==> src/rtl/tas_pkg.sv <==
// ----------------------------------------------------------------------------
// tas_pkg
// Shared types and constants for the temperature average and slope block.
// ----------------------------------------------------------------------------
package tas_pkg;

    localparam int SAMPLE_DEPTH_DEF = 64;
    localparam int RATE_DEPTH_DEF   = 16;
    localparam int TEMP_SCALE_DEF   = 1000;

    localparam int MS_PER_S = 1000;

    // divider operand widths: rate numerator is below 2^50, divisor below 2^48
    localparam int DVD_W = 51;
    localparam int DVS_W = 48;

    localparam int CFG_W = 7;

    typedef enum logic [0:0] {
        REG_SAMPLE_WINDOW = 1'b0,
        REG_SLOPE_WINDOW  = 1'b1
    } cfg_index_t;

    typedef struct packed {
        logic signed [23:0] raw_temp;
        logic        [31:0] now_ms;
    } sample_t;

    typedef struct packed {
        logic signed [23:0] avg_temp;
        logic               avg_valid;
        logic               avg_updated;
        logic signed [31:0] slope_q16;
    } result_t;

endpackage

==> src/rtl/tas_div.sv <==
// ----------------------------------------------------------------------------
// tas_div
// Restoring unsigned divider, one quotient bit per cycle.
// ----------------------------------------------------------------------------
module tas_div (
    input  logic                       clk,
    input  logic                       rst_n,
    input  logic                       go,
    input  logic [tas_pkg::DVD_W-1:0]  dividend,
    input  logic [tas_pkg::DVS_W-1:0]  divisor,
    output logic                       done,
    output logic [tas_pkg::DVD_W-1:0]  quotient,
    output logic [tas_pkg::DVS_W-1:0]  remainder
);
    import tas_pkg::*;

    localparam int CW = $clog2(DVD_W + 1);

    logic              busy_reg;
    logic              done_reg;
    logic [CW-1:0]     cnt_reg;
    logic [DVD_W-1:0]  q_reg;
    logic [DVS_W-1:0]  rem_reg;
    logic [DVS_W-1:0]  dvs_reg;
    logic [DVS_W:0]    trial;
    logic [DVS_W:0]    diff;
    logic              fits;

    assign trial = {rem_reg, q_reg[DVD_W-1]};
    assign diff  = trial - {1'b0, dvs_reg};
    assign fits  = trial >= {1'b0, dvs_reg};

    always_ff @(posedge clk or negedge rst_n)
    begin
        if (!rst_n)
        begin
            busy_reg <= 1'b0;
            done_reg <= 1'b0;
            cnt_reg  <= '0;
        end
        else
        begin
            done_reg <= 1'b0;
            if (go)
            begin
                busy_reg <= 1'b1;
                cnt_reg  <= '0;
            end
            else if (busy_reg)
            begin
                cnt_reg <= cnt_reg + 1'b1;
                if (cnt_reg == CW'(DVD_W - 1))
                begin
                    busy_reg <= 1'b0;
                    done_reg <= 1'b1;
                end
            end
        end
    end

    always_ff @(posedge clk)
    begin
        if (go)
        begin
            q_reg   <= dividend;
            rem_reg <= '0;
            dvs_reg <= divisor;
        end
        else if (busy_reg)
        begin
            q_reg   <= {q_reg[DVD_W-2:0], fits};
            rem_reg <= fits ? diff[DVS_W-1:0] : trial[DVS_W-1:0];
        end
    end

    assign done      = done_reg;
    assign quotient  = q_reg;
    assign remainder = rem_reg;

endmodule

==> src/rtl/temperature_average_and_slope.sv <==
// ----------------------------------------------------------------------------
// temperature_average_and_slope
// Boxcar mean of temperature samples with a Q16.16 slope estimate.
// ----------------------------------------------------------------------------
// Sequence: a request with sample_window zero goes straight to the result;
//   otherwise the rate, slope and average divides make three passes through
//   the shared divider, fewer when a divide or a sum is skipped.
// Throughput: one request at a time; the divider and the serial sums set it.
// Reset: clears all state, rings read as zero until written.
module temperature_average_and_slope #(
    parameter int SAMPLE_DEPTH = tas_pkg::SAMPLE_DEPTH_DEF,
    parameter int RATE_DEPTH   = tas_pkg::RATE_DEPTH_DEF,
    parameter int TEMP_SCALE   = tas_pkg::TEMP_SCALE_DEF
) (
    input  logic                     clk,
    input  logic                     rst_n,
    input  logic                     in_valid,
    output logic                     in_ready,
    input  tas_pkg::sample_t         sample,
    output logic                     out_valid,
    input  logic                     out_ready,
    output tas_pkg::result_t         result,
    input  logic                     cfg_we,
    input  tas_pkg::cfg_index_t      cfg_index,
    input  logic [tas_pkg::CFG_W-1:0] cfg_data
);
    import tas_pkg::*;

    localparam int AW     = $clog2(SAMPLE_DEPTH);
    localparam int CNT_W  = $clog2(SAMPLE_DEPTH + 1);
    localparam int NW     = CNT_W > 7 ? CNT_W : 7;
    localparam int RAW    = $clog2(RATE_DEPTH);
    localparam int RCNT_W = $clog2(RATE_DEPTH + 1);
    localparam int MW     = RCNT_W > 5 ? RCNT_W : 5;
    localparam int SUM_W  = 24 + CNT_W;
    localparam int RSUM_W = 32 + RCNT_W;

    typedef enum logic [9:0] {
        S_IDLE  = 10'b0000000001,
        S_RMUL  = 10'b0000000010,
        S_RDIV  = 10'b0000000100,
        S_RPUSH = 10'b0000001000,
        S_SSUM  = 10'b0000010000,
        S_SDIV  = 10'b0000100000,
        S_ASUM  = 10'b0001000000,
        S_ADIV  = 10'b0010000000,
        S_AFIN  = 10'b0100000000,
        S_DONE  = 10'b1000000000
    } state_t;

    state_t state_reg;

    logic [6:0] sw_reg;
    logic [4:0] slw_reg;

    logic signed [23:0] smp_mem [SAMPLE_DEPTH];
    logic [SAMPLE_DEPTH-1:0] smp_vld_reg;
    logic signed [23:0] rd_data_reg;
    logic               rd_vld_reg;
    logic               pipe_reg;

    logic signed [31:0] rate_ring_reg [RATE_DEPTH];
    logic [AW-1:0]      pos_reg;
    logic               filled_reg;
    logic [RAW-1:0]     rpos_reg;
    logic signed [23:0] temp_now_reg;
    logic signed [23:0] temp_prev_reg;
    logic [31:0]        time_now_reg;
    logic [31:0]        time_prev_reg;
    logic signed [31:0] slope_reg;
    logic [31:0]        now_in_reg;
    logic               upd_reg;

    logic [CNT_W-1:0]         scnt_reg;
    logic [RCNT_W-1:0]        rcnt_reg;
    logic signed [SUM_W-1:0]  acc_reg;
    logic signed [RSUM_W-1:0] rsum_reg;
    logic                     neg_reg;

    logic              div_go_reg;
    logic [DVD_W-1:0]  dvd_reg;
    logic [DVS_W-1:0]  dvs_reg;
    logic              div_done;
    logic [DVD_W-1:0]  div_q;
    logic [DVS_W-1:0]  div_r;

    result_t out_reg;
    logic    out_valid_reg;

    // effective windows
    logic [NW-1:0]     n_wide;
    logic [CNT_W-1:0]  n_eff;
    logic [MW-1:0]     m_wide;
    logic [RCNT_W-1:0] m_eff;

    always_comb
    begin
        n_wide = NW'(sw_reg) > NW'(SAMPLE_DEPTH) ? NW'(SAMPLE_DEPTH) : NW'(sw_reg);
        n_eff  = CNT_W'(n_wide);
        m_wide = (slw_reg == 5'd0) ? MW'(1) : MW'(slw_reg);
        if (m_wide > MW'(RATE_DEPTH))
            m_wide = MW'(RATE_DEPTH);
        m_eff  = RCNT_W'(m_wide);
    end

    // sample position advance
    logic [CNT_W-1:0] pos_inc;
    logic             pos_wrap;
    assign pos_inc  = CNT_W'(pos_reg) + 1'b1;
    assign pos_wrap = pos_inc >= n_eff;

    logic [RCNT_W-1:0] rpos_inc;
    assign rpos_inc = RCNT_W'(rpos_reg) + 1'b1;

    // rate operands
    logic signed [24:0] d_temp;
    logic [24:0]        d_temp_abs;
    logic [31:0]        d_time;
    logic [31:0]        d_time_abs;
    logic [34:0]        num_prod;
    logic [48:0]        den_prod;
    assign d_temp     = 25'(temp_now_reg) - 25'(temp_prev_reg);
    assign d_temp_abs = d_temp[24] ? 25'(-d_temp) : 25'(d_temp);
    assign d_time     = time_now_reg - time_prev_reg;
    assign d_time_abs = d_time[31] ? -d_time : d_time;
    assign num_prod   = 35'(d_temp_abs) * 35'(MS_PER_S);
    assign den_prod   = 49'(17'(TEMP_SCALE)) * 49'(d_time_abs);

    // saturated rate from the quotient
    logic signed [31:0] rate_sat;
    always_comb
    begin
        if (neg_reg)
            rate_sat = (|div_q[DVD_W-1:31]) ? 32'sh8000_0000 : -$signed(div_q[31:0]);
        else
            rate_sat = (|div_q[DVD_W-1:31]) ? 32'sh7FFF_FFFF : $signed(div_q[31:0]);
    end

    // round half to even on the floor quotient
    logic signed [25:0] q_fl;
    logic [CNT_W-1:0]   r_fl;
    logic [CNT_W:0]     r_twice;
    logic signed [25:0] q_rnd;
    always_comb
    begin
        q_fl = neg_reg ? -$signed({1'b0, div_q[24:0]}) : $signed({1'b0, div_q[24:0]});
        r_fl = CNT_W'(div_r);
        if (neg_reg && (r_fl != '0))
        begin
            q_fl = q_fl - 26'sd1;
            r_fl = n_eff - r_fl;
        end
        r_twice = {r_fl, 1'b0};
        q_rnd   = q_fl;
        if ((r_twice > (CNT_W + 1)'(n_eff)) ||
            ((r_twice == (CNT_W + 1)'(n_eff)) && q_fl[0]))
            q_rnd = q_fl + 26'sd1;
    end

    logic in_acc;
    logic out_free;
    assign in_acc   = in_valid && in_ready;
    assign out_free = !out_valid_reg || out_ready;

    // configuration
    always_ff @(posedge clk or negedge rst_n)
    begin
        if (!rst_n)
        begin
            sw_reg  <= 7'd16;
            slw_reg <= 5'd16;
        end
        else if (cfg_we)
        begin
            unique case (cfg_index)
                REG_SAMPLE_WINDOW: sw_reg  <= cfg_data;
                REG_SLOPE_WINDOW:  slw_reg <= cfg_data[4:0];
                default: ;
            endcase
        end
    end

    // sample memory
    logic smp_we;
    assign smp_we = in_acc && (sw_reg != 7'd0);

    always_ff @(posedge clk)
    begin
        if (smp_we)
            smp_mem[pos_reg] <= sample.raw_temp;
        rd_data_reg <= smp_mem[scnt_reg[AW-1:0]];
    end

    always_ff @(posedge clk or negedge rst_n)
    begin
        if (!rst_n)
        begin
            smp_vld_reg <= '0;
            rd_vld_reg  <= 1'b0;
        end
        else
        begin
            if (smp_we)
                smp_vld_reg[pos_reg] <= 1'b1;
            rd_vld_reg <= smp_vld_reg[scnt_reg[AW-1:0]];
        end
    end

    tas_div u_div (
        .clk       (clk),
        .rst_n     (rst_n),
        .go        (div_go_reg),
        .dividend  (dvd_reg),
        .divisor   (dvs_reg),
        .done      (div_done),
        .quotient  (div_q),
        .remainder (div_r)
    );

    // sequencer
    always_ff @(posedge clk or negedge rst_n)
    begin
        if (!rst_n)
        begin
            state_reg     <= S_IDLE;
            pos_reg       <= '0;
            filled_reg    <= 1'b0;
            rpos_reg      <= '0;
            temp_now_reg  <= '0;
            temp_prev_reg <= '0;
            time_now_reg  <= '0;
            time_prev_reg <= '0;
            slope_reg     <= '0;
            upd_reg       <= 1'b0;
            div_go_reg    <= 1'b0;
            pipe_reg      <= 1'b0;
            out_valid_reg <= 1'b0;
            for (int i = 0; i < RATE_DEPTH; i++)
                rate_ring_reg[i] <= '0;
        end
        else
        begin
            div_go_reg <= 1'b0;
            if (out_valid_reg && out_ready)
                out_valid_reg <= 1'b0;

            unique case (state_reg)
                S_IDLE:
                begin
                    if (in_acc)
                    begin
                        upd_reg    <= 1'b0;
                        now_in_reg <= sample.now_ms;
                        scnt_reg   <= '0;
                        acc_reg    <= '0;
                        pipe_reg   <= 1'b0;
                        if (sw_reg == 7'd0)
                            state_reg <= S_DONE;
                        else
                        begin
                            pos_reg <= pos_wrap ? '0 : AW'(pos_inc);
                            if (pos_wrap)
                                filled_reg <= 1'b1;
                            if (time_now_reg != time_prev_reg)
                                state_reg <= S_RMUL;
                            else if (pos_wrap || filled_reg)
                                state_reg <= S_ASUM;
                            else
                                state_reg <= S_DONE;
                        end
                    end
                end
                S_RMUL:
                begin
                    dvd_reg    <= DVD_W'({num_prod, 16'h0000});
                    dvs_reg    <= DVS_W'(den_prod);
                    neg_reg    <= d_temp[24] ^ d_time[31];
                    div_go_reg <= 1'b1;
                    state_reg  <= S_RDIV;
                end
                S_RDIV:
                begin
                    if (div_done)
                        state_reg <= S_RPUSH;
                end
                S_RPUSH:
                begin
                    rate_ring_reg[rpos_reg] <= rate_sat;
                    rpos_reg  <= (rpos_inc >= m_eff) ? '0 : RAW'(rpos_inc);
                    rcnt_reg  <= '0;
                    rsum_reg  <= '0;
                    state_reg <= S_SSUM;
                end
                S_SSUM:
                begin
                    if (rcnt_reg == m_eff)
                    begin
                        dvd_reg    <= DVD_W'(rsum_reg[RSUM_W-1] ? -rsum_reg : rsum_reg);
                        dvs_reg    <= DVS_W'(m_eff);
                        neg_reg    <= rsum_reg[RSUM_W-1];
                        div_go_reg <= 1'b1;
                        state_reg  <= S_SDIV;
                    end
                    else
                    begin
                        rsum_reg <= rsum_reg + RSUM_W'(rate_ring_reg[rcnt_reg[RAW-1:0]]);
                        rcnt_reg <= rcnt_reg + 1'b1;
                    end
                end
                S_SDIV:
                begin
                    if (div_done)
                    begin
                        slope_reg <= neg_reg ? -$signed(div_q[31:0]) : $signed(div_q[31:0]);
                        state_reg <= filled_reg ? S_ASUM : S_DONE;
                    end
                end
                S_ASUM:
                begin
                    // issue one read per cycle, add the registered data in the next cycle
                    if (scnt_reg != n_eff)
                        scnt_reg <= scnt_reg + 1'b1;
                    pipe_reg <= scnt_reg != n_eff;
                    if (pipe_reg && rd_vld_reg)
                        acc_reg <= acc_reg + SUM_W'(rd_data_reg);
                    if ((scnt_reg == n_eff) && !pipe_reg)
                    begin
                        dvd_reg    <= DVD_W'(acc_reg[SUM_W-1] ? -acc_reg : acc_reg);
                        dvs_reg    <= DVS_W'(n_eff);
                        neg_reg    <= acc_reg[SUM_W-1];
                        div_go_reg <= 1'b1;
                        state_reg  <= S_ADIV;
                    end
                end
                S_ADIV:
                begin
                    if (div_done)
                        state_reg <= S_AFIN;
                end
                S_AFIN:
                begin
                    temp_prev_reg <= temp_now_reg;
                    temp_now_reg  <= q_rnd[23:0];
                    time_prev_reg <= time_now_reg;
                    time_now_reg  <= now_in_reg;
                    upd_reg       <= 1'b1;
                    state_reg     <= S_DONE;
                end
                S_DONE:
                begin
                    if (out_free)
                    begin
                        out_valid_reg <= 1'b1;
                        state_reg     <= S_IDLE;
                    end
                end
                default: state_reg <= S_IDLE;
            endcase
        end
    end

    always_ff @(posedge clk)
    begin
        if ((state_reg == S_DONE) && out_free)
        begin
            out_reg.avg_temp    <= temp_now_reg;
            out_reg.avg_valid   <= filled_reg;
            out_reg.avg_updated <= upd_reg;
            out_reg.slope_q16   <= slope_reg;
        end
    end

    assign in_ready  = state_reg == S_IDLE;
    assign out_valid = out_valid_reg;
    assign result    = out_reg;

endmodule

==> config.mk <==
export PLATFORM = sky130hd
export DESIGN_NAME = temperature_average_and_slope
export DESIGN_NICKNAME = d
export VERILOG_FILES = /design/src/rtl/tas_pkg.sv /design/src/rtl/tas_div.sv /design/src/rtl/temperature_average_and_slope.sv
export SDC_FILE = /design/constraint.sdc
export NUM_CORES = 2
export LEC_CHECK = 0
export ABC_AREA = 0
export BUFFER_PORTS_ARGS = -buffer_cell sky130_fd_sc_hd__buf_2
export CORE_ASPECT_RATIO = 0.9
export CORE_UTILIZATION = 35
export CTS_CLUSTER_SIZE = 20
export DETAILED_ROUTE_END_ITERATION = 7
export PLACE_DENSITY_LB_ADDON = 0.25
export SETUP_SLACK_MARGIN = 0.15
export SKIP_CTS_REPAIR_TIMING = 1
export SLEW_MARGIN = 20
export SYNTH_ARGS = -nofsm -noshare
export SYNTH_HDL_FRONTEND = slang
export SYNTH_SLANG_ARGS = --single-unit
export TNS_END_PERCENT = 20
==> constraint.sdc <==
create_clock -name clk -period 13 [get_ports clk]
set_input_delay 2.6 -clock clk [delete_from_list [all_inputs] [get_ports clk]]
set_output_delay 2.6 -clock clk [all_outputs]
set_load 0.02 [all_outputs]
After elaboration in Yosys (flattened, before gate mapping):

Memory sizes are Yosys's and may differ from the RTL's. A register that Yosys moved wholly into a read port is not among the register bits.
Index checks and enable logic that the tools add are counted.

* register bits: 1183
* bits in writable memories: 1536
* word-level logic and storage cells: 235
* memories: 1

Memory list
* smp_mem: depth 64, bits a word 24, rd ports 1, clocked after Yosys merged registers in 1, write ports 1, RTL line temperature_average_and_slope.sv:56 `logic signed [23:0] smp_mem [SAMPLE_DEPTH];`

* reduce and logical (&&, ||, !) cells: 38
* muxes and demuxes: 80
* multipliers: 2
* $lt $le $gt $ge: 12
* add/sub/neg operators: 19
* equality and inequality tests: 26
* bitwise gates (word level): 6

Operator list (number)
* 512-bit bitwise mux: 1
* 51-bit 2-to-1 mux: 6
* 32-bit 2-to-1 mux: 8
* 51-bit case mux with 3 select lines: 1
* 48-bit 2-to-1 mux: 3
* 48-bit case mux with 3 select lines: 1
* 32-bit binary-select mux with 4-bit select: 1
* 32-bit demux with 4-bit select: 1
* 10-bit 2-to-1 mux: 11
* 10-bit case mux with 10 select lines: 1
* 37-bit case mux with 2 select lines: 1
* 24-bit 2-to-1 mux: 3
* 32-bit negator: 2
* 64-bit bitwise OR: 1
* 31-bit 2-to-1 mux: 2
* 31-bit case mux with 2 select lines: 1
* 31-bit negator with 51-bit output: 1
* 37-bit negator with 51-bit output: 1
* 49-bit by 48-bit >= comparator with 1-bit output: 1
* 48-bit subtractor: 1
* 7-bit by 32-bit multiplier with 39-bit output, first input constant: 1
* 37-bit by 32-bit adder with 37-bit output: 1
* 37-bit 2-to-1 mux: 1
* 25-bit by 7-bit multiplier with 32-bit output, second input constant: 1
* 68 further kinds: 131

Logic depth before layout (Yosys ltp):

* depth in word-level cells: 9
* gate-level depth with buffers: 38

Cells and area by module:

Synthesis repeated with hierarchy kept, for this count alone.

* cells, all modules: 9299
* area total of the unflattened synthesis: 130366.3 µm²

Modules (own cells, without submodules)
* temperature_average_and_slope: area an instance 121302.6 µm², cells each 8383, instances 1
* tas_div: area an instance 9063.7 µm², cells each 916, instances 1

Worst setup path before layout:

OpenSTA, ideal clock, no wires.

* path type: flip-flop to flip-flop
* start point: register temp_now_reg[0]
* end point: register dvd_reg[44] (data pin)
* data required time: 12.734 ns
* clock period less this slack: 8.783 ns
* stages on the path, launching flop included: 37
* setup slack: 4.217 ns
* arrival: 8.517 ns
* buffers on the path: 1
* path through: dfrtp_1 -> inv_1 -> ha_1 -> inv_1 -> fa_1 -> a21o_1 -> a221oi_1 -> o31ai_1 -> a21oi_1 -> o31a_1 -> o21bai_1 -> and4_1 -> a2111oi_0 -> o211ai_1 -> o21a_1 -> buf_1 -> nor2_1 -> xor2_1 -> fa_1 -> fa_1 -> inv_1 -> fa_1 -> inv_1 -> fa_1 -> inv_1 -> ha_1 -> or4_1 -> a21oi_1 -> o21ai_0 -> a211oi_1 -> o31a_1 -> nor2_1 -> o31a_1 -> o21ai_0 -> nand2b_1 -> xnor2_1 -> nor2_1

* cells in the longest elaborated chain, start to end: 5

Ends and longest elaborated chain
* from (decl): RTL line temperature_average_and_slope.sv:66 `logic signed [23:0] temp_now_reg;`
* from (signal assigned): RTL line temperature_average_and_slope.sv:343 `temp_now_reg <= q_rnd[23:0];`
* 24-bit by 24-bit subtractor with 25-bit output (*): RTL line temperature_average_and_slope.sv:122 `assign d_temp = 25'(temp_now_reg) - 25'(temp_prev_reg);`
* 25-bit negator: RTL line temperature_average_and_slope.sv:123 `assign d_temp_abs = d_temp[24] ? 25'(-d_temp) : 25'(d_temp);`
* 25-bit 2-to-1 mux (*): RTL line temperature_average_and_slope.sv:123
* 25-bit by 7-bit multiplier with 32-bit output (*): RTL line temperature_average_and_slope.sv:126 `assign num_prod = 35'(d_temp_abs) * 35'(MS_PER_S);`
* 51-bit case mux with 3 select lines (*): RTL line temperature_average_and_slope.sv:247 `unique case (state_reg)`
* to (signal assigned): RTL line temperature_average_and_slope.sv:275 `dvd_reg <= DVD_W'({num_prod, 16'h0000});`
* to (signal assigned): RTL line temperature_average_and_slope.sv:298 `dvd_reg <= DVD_W'(rsum_reg[RSUM_W-1] ? -rsum_reg : rsum_reg);`
* to (signal assigned): RTL line temperature_average_and_slope.sv:328 `dvd_reg <= DVD_W'(acc_reg[SUM_W-1] ? -acc_reg : acc_reg);`
* to (decl): RTL line temperature_average_and_slope.sv:81 `logic [DVD_W-1:0] dvd_reg;`

Mark *: on every way between the ends. The rest lies on a longest branch, timed or not.
A chain may end at the register's enable or synchronous reset.

Final worst setup path:

Same ends and word-level chain as after synthesis.

==> impl_metrics.tcl <==
set metrics [dict create \
    syn-cell-area_um2 129000 \
    synth-edff-count 1893 \
    start_util 0.352 \
    drt_wl_total_mm 334 \
    max_freq_mhz 101 \
    die_area_um2 371000 \
    synth-main-ff-cell "edfxtp_1" \
    cts_tree "built" \
    dr.pass1.iters 5 \
    synthesis.nets 9675 \
    drv_cap 0 \
    fin_skew_ns 0.0558 \
    worst-path-max-fanout 14 \
    start_kind "register" \
    syn_inst 9042 \
    fillCellCount 33687 \
    synthArstFlopShare 0.280 \
    crit_family "compound AO/OA/AOI/OAI gates" \
    path_class "reg2reg" \
    slew_viol_final 0 \
    insertion_delay_ns 0.94 \
    ios 129 \
    largest_reg_flops 1536 \
    finalCriticalPeriod_ns 9.93 \
    wl_per_cell_um 23.3 \
    h-tree-depth 5 \
    die_y_um 578 \
    drc 0 \
    rows 211 \
    dpl.hpwl_mm 206 \
    globalplace.congestion 0.849 \
    critPathLaunch "temp_now_reg[0]" \
    cts-root-buf "clkbuf_16" \
    grt_usage 0.178 \
    layout.nets 9805 \
    fp.dieW_um 642 \
    setup_viol 0 \
    fin_cells 14313 \
    grt_max_degree 159 \
    grt_antenna_before_repair 22 \
    yosysWarnings 0 \
    syn_area_per_cell_um2 14.3 \
    yosysUniqueCellTypes 88 \
    final_cell_mix "1893 x edfxtp_1, 817 x nand2_1, 763 x o21ai_0" \
    cp-end-kind "register" \
    status "finished clean" \
    cts_buffer_depth 4 \
    drt_iter0_markers 6450 \
    yosysSeqAreaShare 0.600 \
    fin_crit_sh 0.764 \
    io_buffers 128 \
    min-delay-start "dvs_reg[34]" \
    cp.required_ns 13.64 \
    grt_pass1_wl_mm 501 \
    timing.rr.start "temp_now_reg[0]" \
    vias_per_cell 5.30 \
    final_common_cell "edfxtp_1" \
    critPathArrivalTime_ns 10.57 \
    core_um2 367000 \
    max_stage_delay_ns 0.63 \
    worstMarginPinSlew_ns 1.14 \
    grt_pass1_vias 77664 \
    worstPathBufferInverterCount 5 \
    layout-drive-gt1-share 0.190 \
    dp_cells 13766 \
    clkTransAtPathRegs_ns 0.06 \
    area_delta_synth_final_pct 13.0 \
    reg2reg_depth 35 \
    cts.sinks 2731 \
    hold_depth 0 \
    ys_ff_latch 2731 \
    rsz0062_at_grt "no" \
    hold_viol 0 \
    final.setup.tns_ns 0 \
    cp_slowest_cell "a2111oi_0" \
    min_path_type "reg2reg" \
    dr_total_vias 75864 \
    slew_headroom 0.240 \
    grt-ovfl-total 0 \
    cp_num_cells 35 \
    detail-route-antenna-nets 0 \
    numCtsBuffers 300 \
]
[routing by layer]
metal / global-route usage / routed length (um)
met1: 0.249 / 150000
met5: 0.00240 / 212
met3: 0.0254 / 17700
met4: 0.0486 / 8740
met2: 0.290 / 157000
[logic make-up (layout without fill, tap and decap cells)]
kind of cell             Yosys count  count (layout)  synth area share
flip-flops                      2731            2731             0.600
multiplexers                     863             863             0.135
buffers and inverters            908            1268            0.0266
adder cells (fa/ha/maj)          566             566            0.0669
AO/OA/AOI/OAI                   1593            1593            0.0729
XOR/XNOR                         448             448            0.0304
other                              0              12                 0
AND/OR/NAND/NOR                 1933            1933            0.0688
[cells in the mapped netlist, drive strengths merged (11+ instances only)]
cell type / n / share of area
nor2: 446 / 0.013
or2: 80 / 0.0039
o31ai: 39 / 0.0023
o41ai: 15 / 0.0010
a21oi: 280 / 0.011
or3: 53 / 0.0027
nand4: 29 / 0.0014
xor2: 220 / 0.015
mux4: 685 / 0.12
o221ai: 11 / 0.00075
and2: 22 / 0.0011
o21bai: 29 / 0.0017
dfxtp: 72 / 0.011
fa: 208 / 0.032
o21ai: 777 / 0.030
ha: 356 / 0.034
dfrtp: 763 / 0.15
nor3: 104 / 0.0041
mux2i: 26 / 0.0020
buf: 76 / 0.0024
o211ai: 29 / 0.0017
nand3: 76 / 0.0029
a211oi: 50 / 0.0029
nor3b: 17 / 0.00099
nand2: 835 / 0.024
clkbuf: 386 / 0.011
nand4b: 11 / 0.00075
nand3b: 16 / 0.00093
nand2b: 60 / 0.0029
o31a: 13 / 0.00088
o22ai: 58 / 0.0029
and3: 39 / 0.0019
or4: 30 / 0.0018
nor2b: 50 / 0.0024
edfxtp: 1893 / 0.44
xnor2: 228 / 0.015
o21a: 29 / 0.0017
inv: 445 / 0.013
a31oi: 33 / 0.0016
nor4: 32 / 0.0015
a22oi: 12 / 0.00070
mux2: 152 / 0.013
a21o: 117 / 0.0068
[stage by stage]
stage | setup slack (ns) | area, um2 | hold WS, ns | utilization
3_5_place_dp | 3.03 | 136000 | 0.406 | 0.370
5_1_grt | 2.25 | 146000 | 0.423 | 0.397
3_3_place_gp | 3.11 | 136000 | 0.405 | 0.370
4_1_cts | 2.98 | 146000 | 0.415 | 0.397
6_report | 3.07 | 146000 | 0.414 | 0.397
2_1_floorplan | 4.22 | 129000 | 0.400 | -
[worst paths after layout]
kind | end | slack [ns]
min reg2reg | u_div.dvs_reg[34] | 0.41
min | u_div.dvs_reg[34] | 0.41
max | dvd_reg[44] | 3.07
min in group asynchronous | temp_prev_reg[19] | 1.65
max reg2reg | dvd_reg[44] | 3.07
max in group asynchronous | rate_ring_reg[171] | 9.08
[cell type report]
class	instances	area, um2	share of cell area
Antenna cell	12	30.0	0.000206
Clock buffer	396	8360	0.0573
Clock inverter	136	1380	0.00946
Inverter	446	1670	0.0115
Multi-Input combinational cell	5403	48700	0.334
Sequential cell	2731	77500	0.531
Tap cell	4899	6130	0.0420
Timing Repair Buffer	290	2160	0.0148
Power is left out: the tool's default activity adds up to more than one toggle a clock period on the data nets, which glitch-free logic cannot reach.
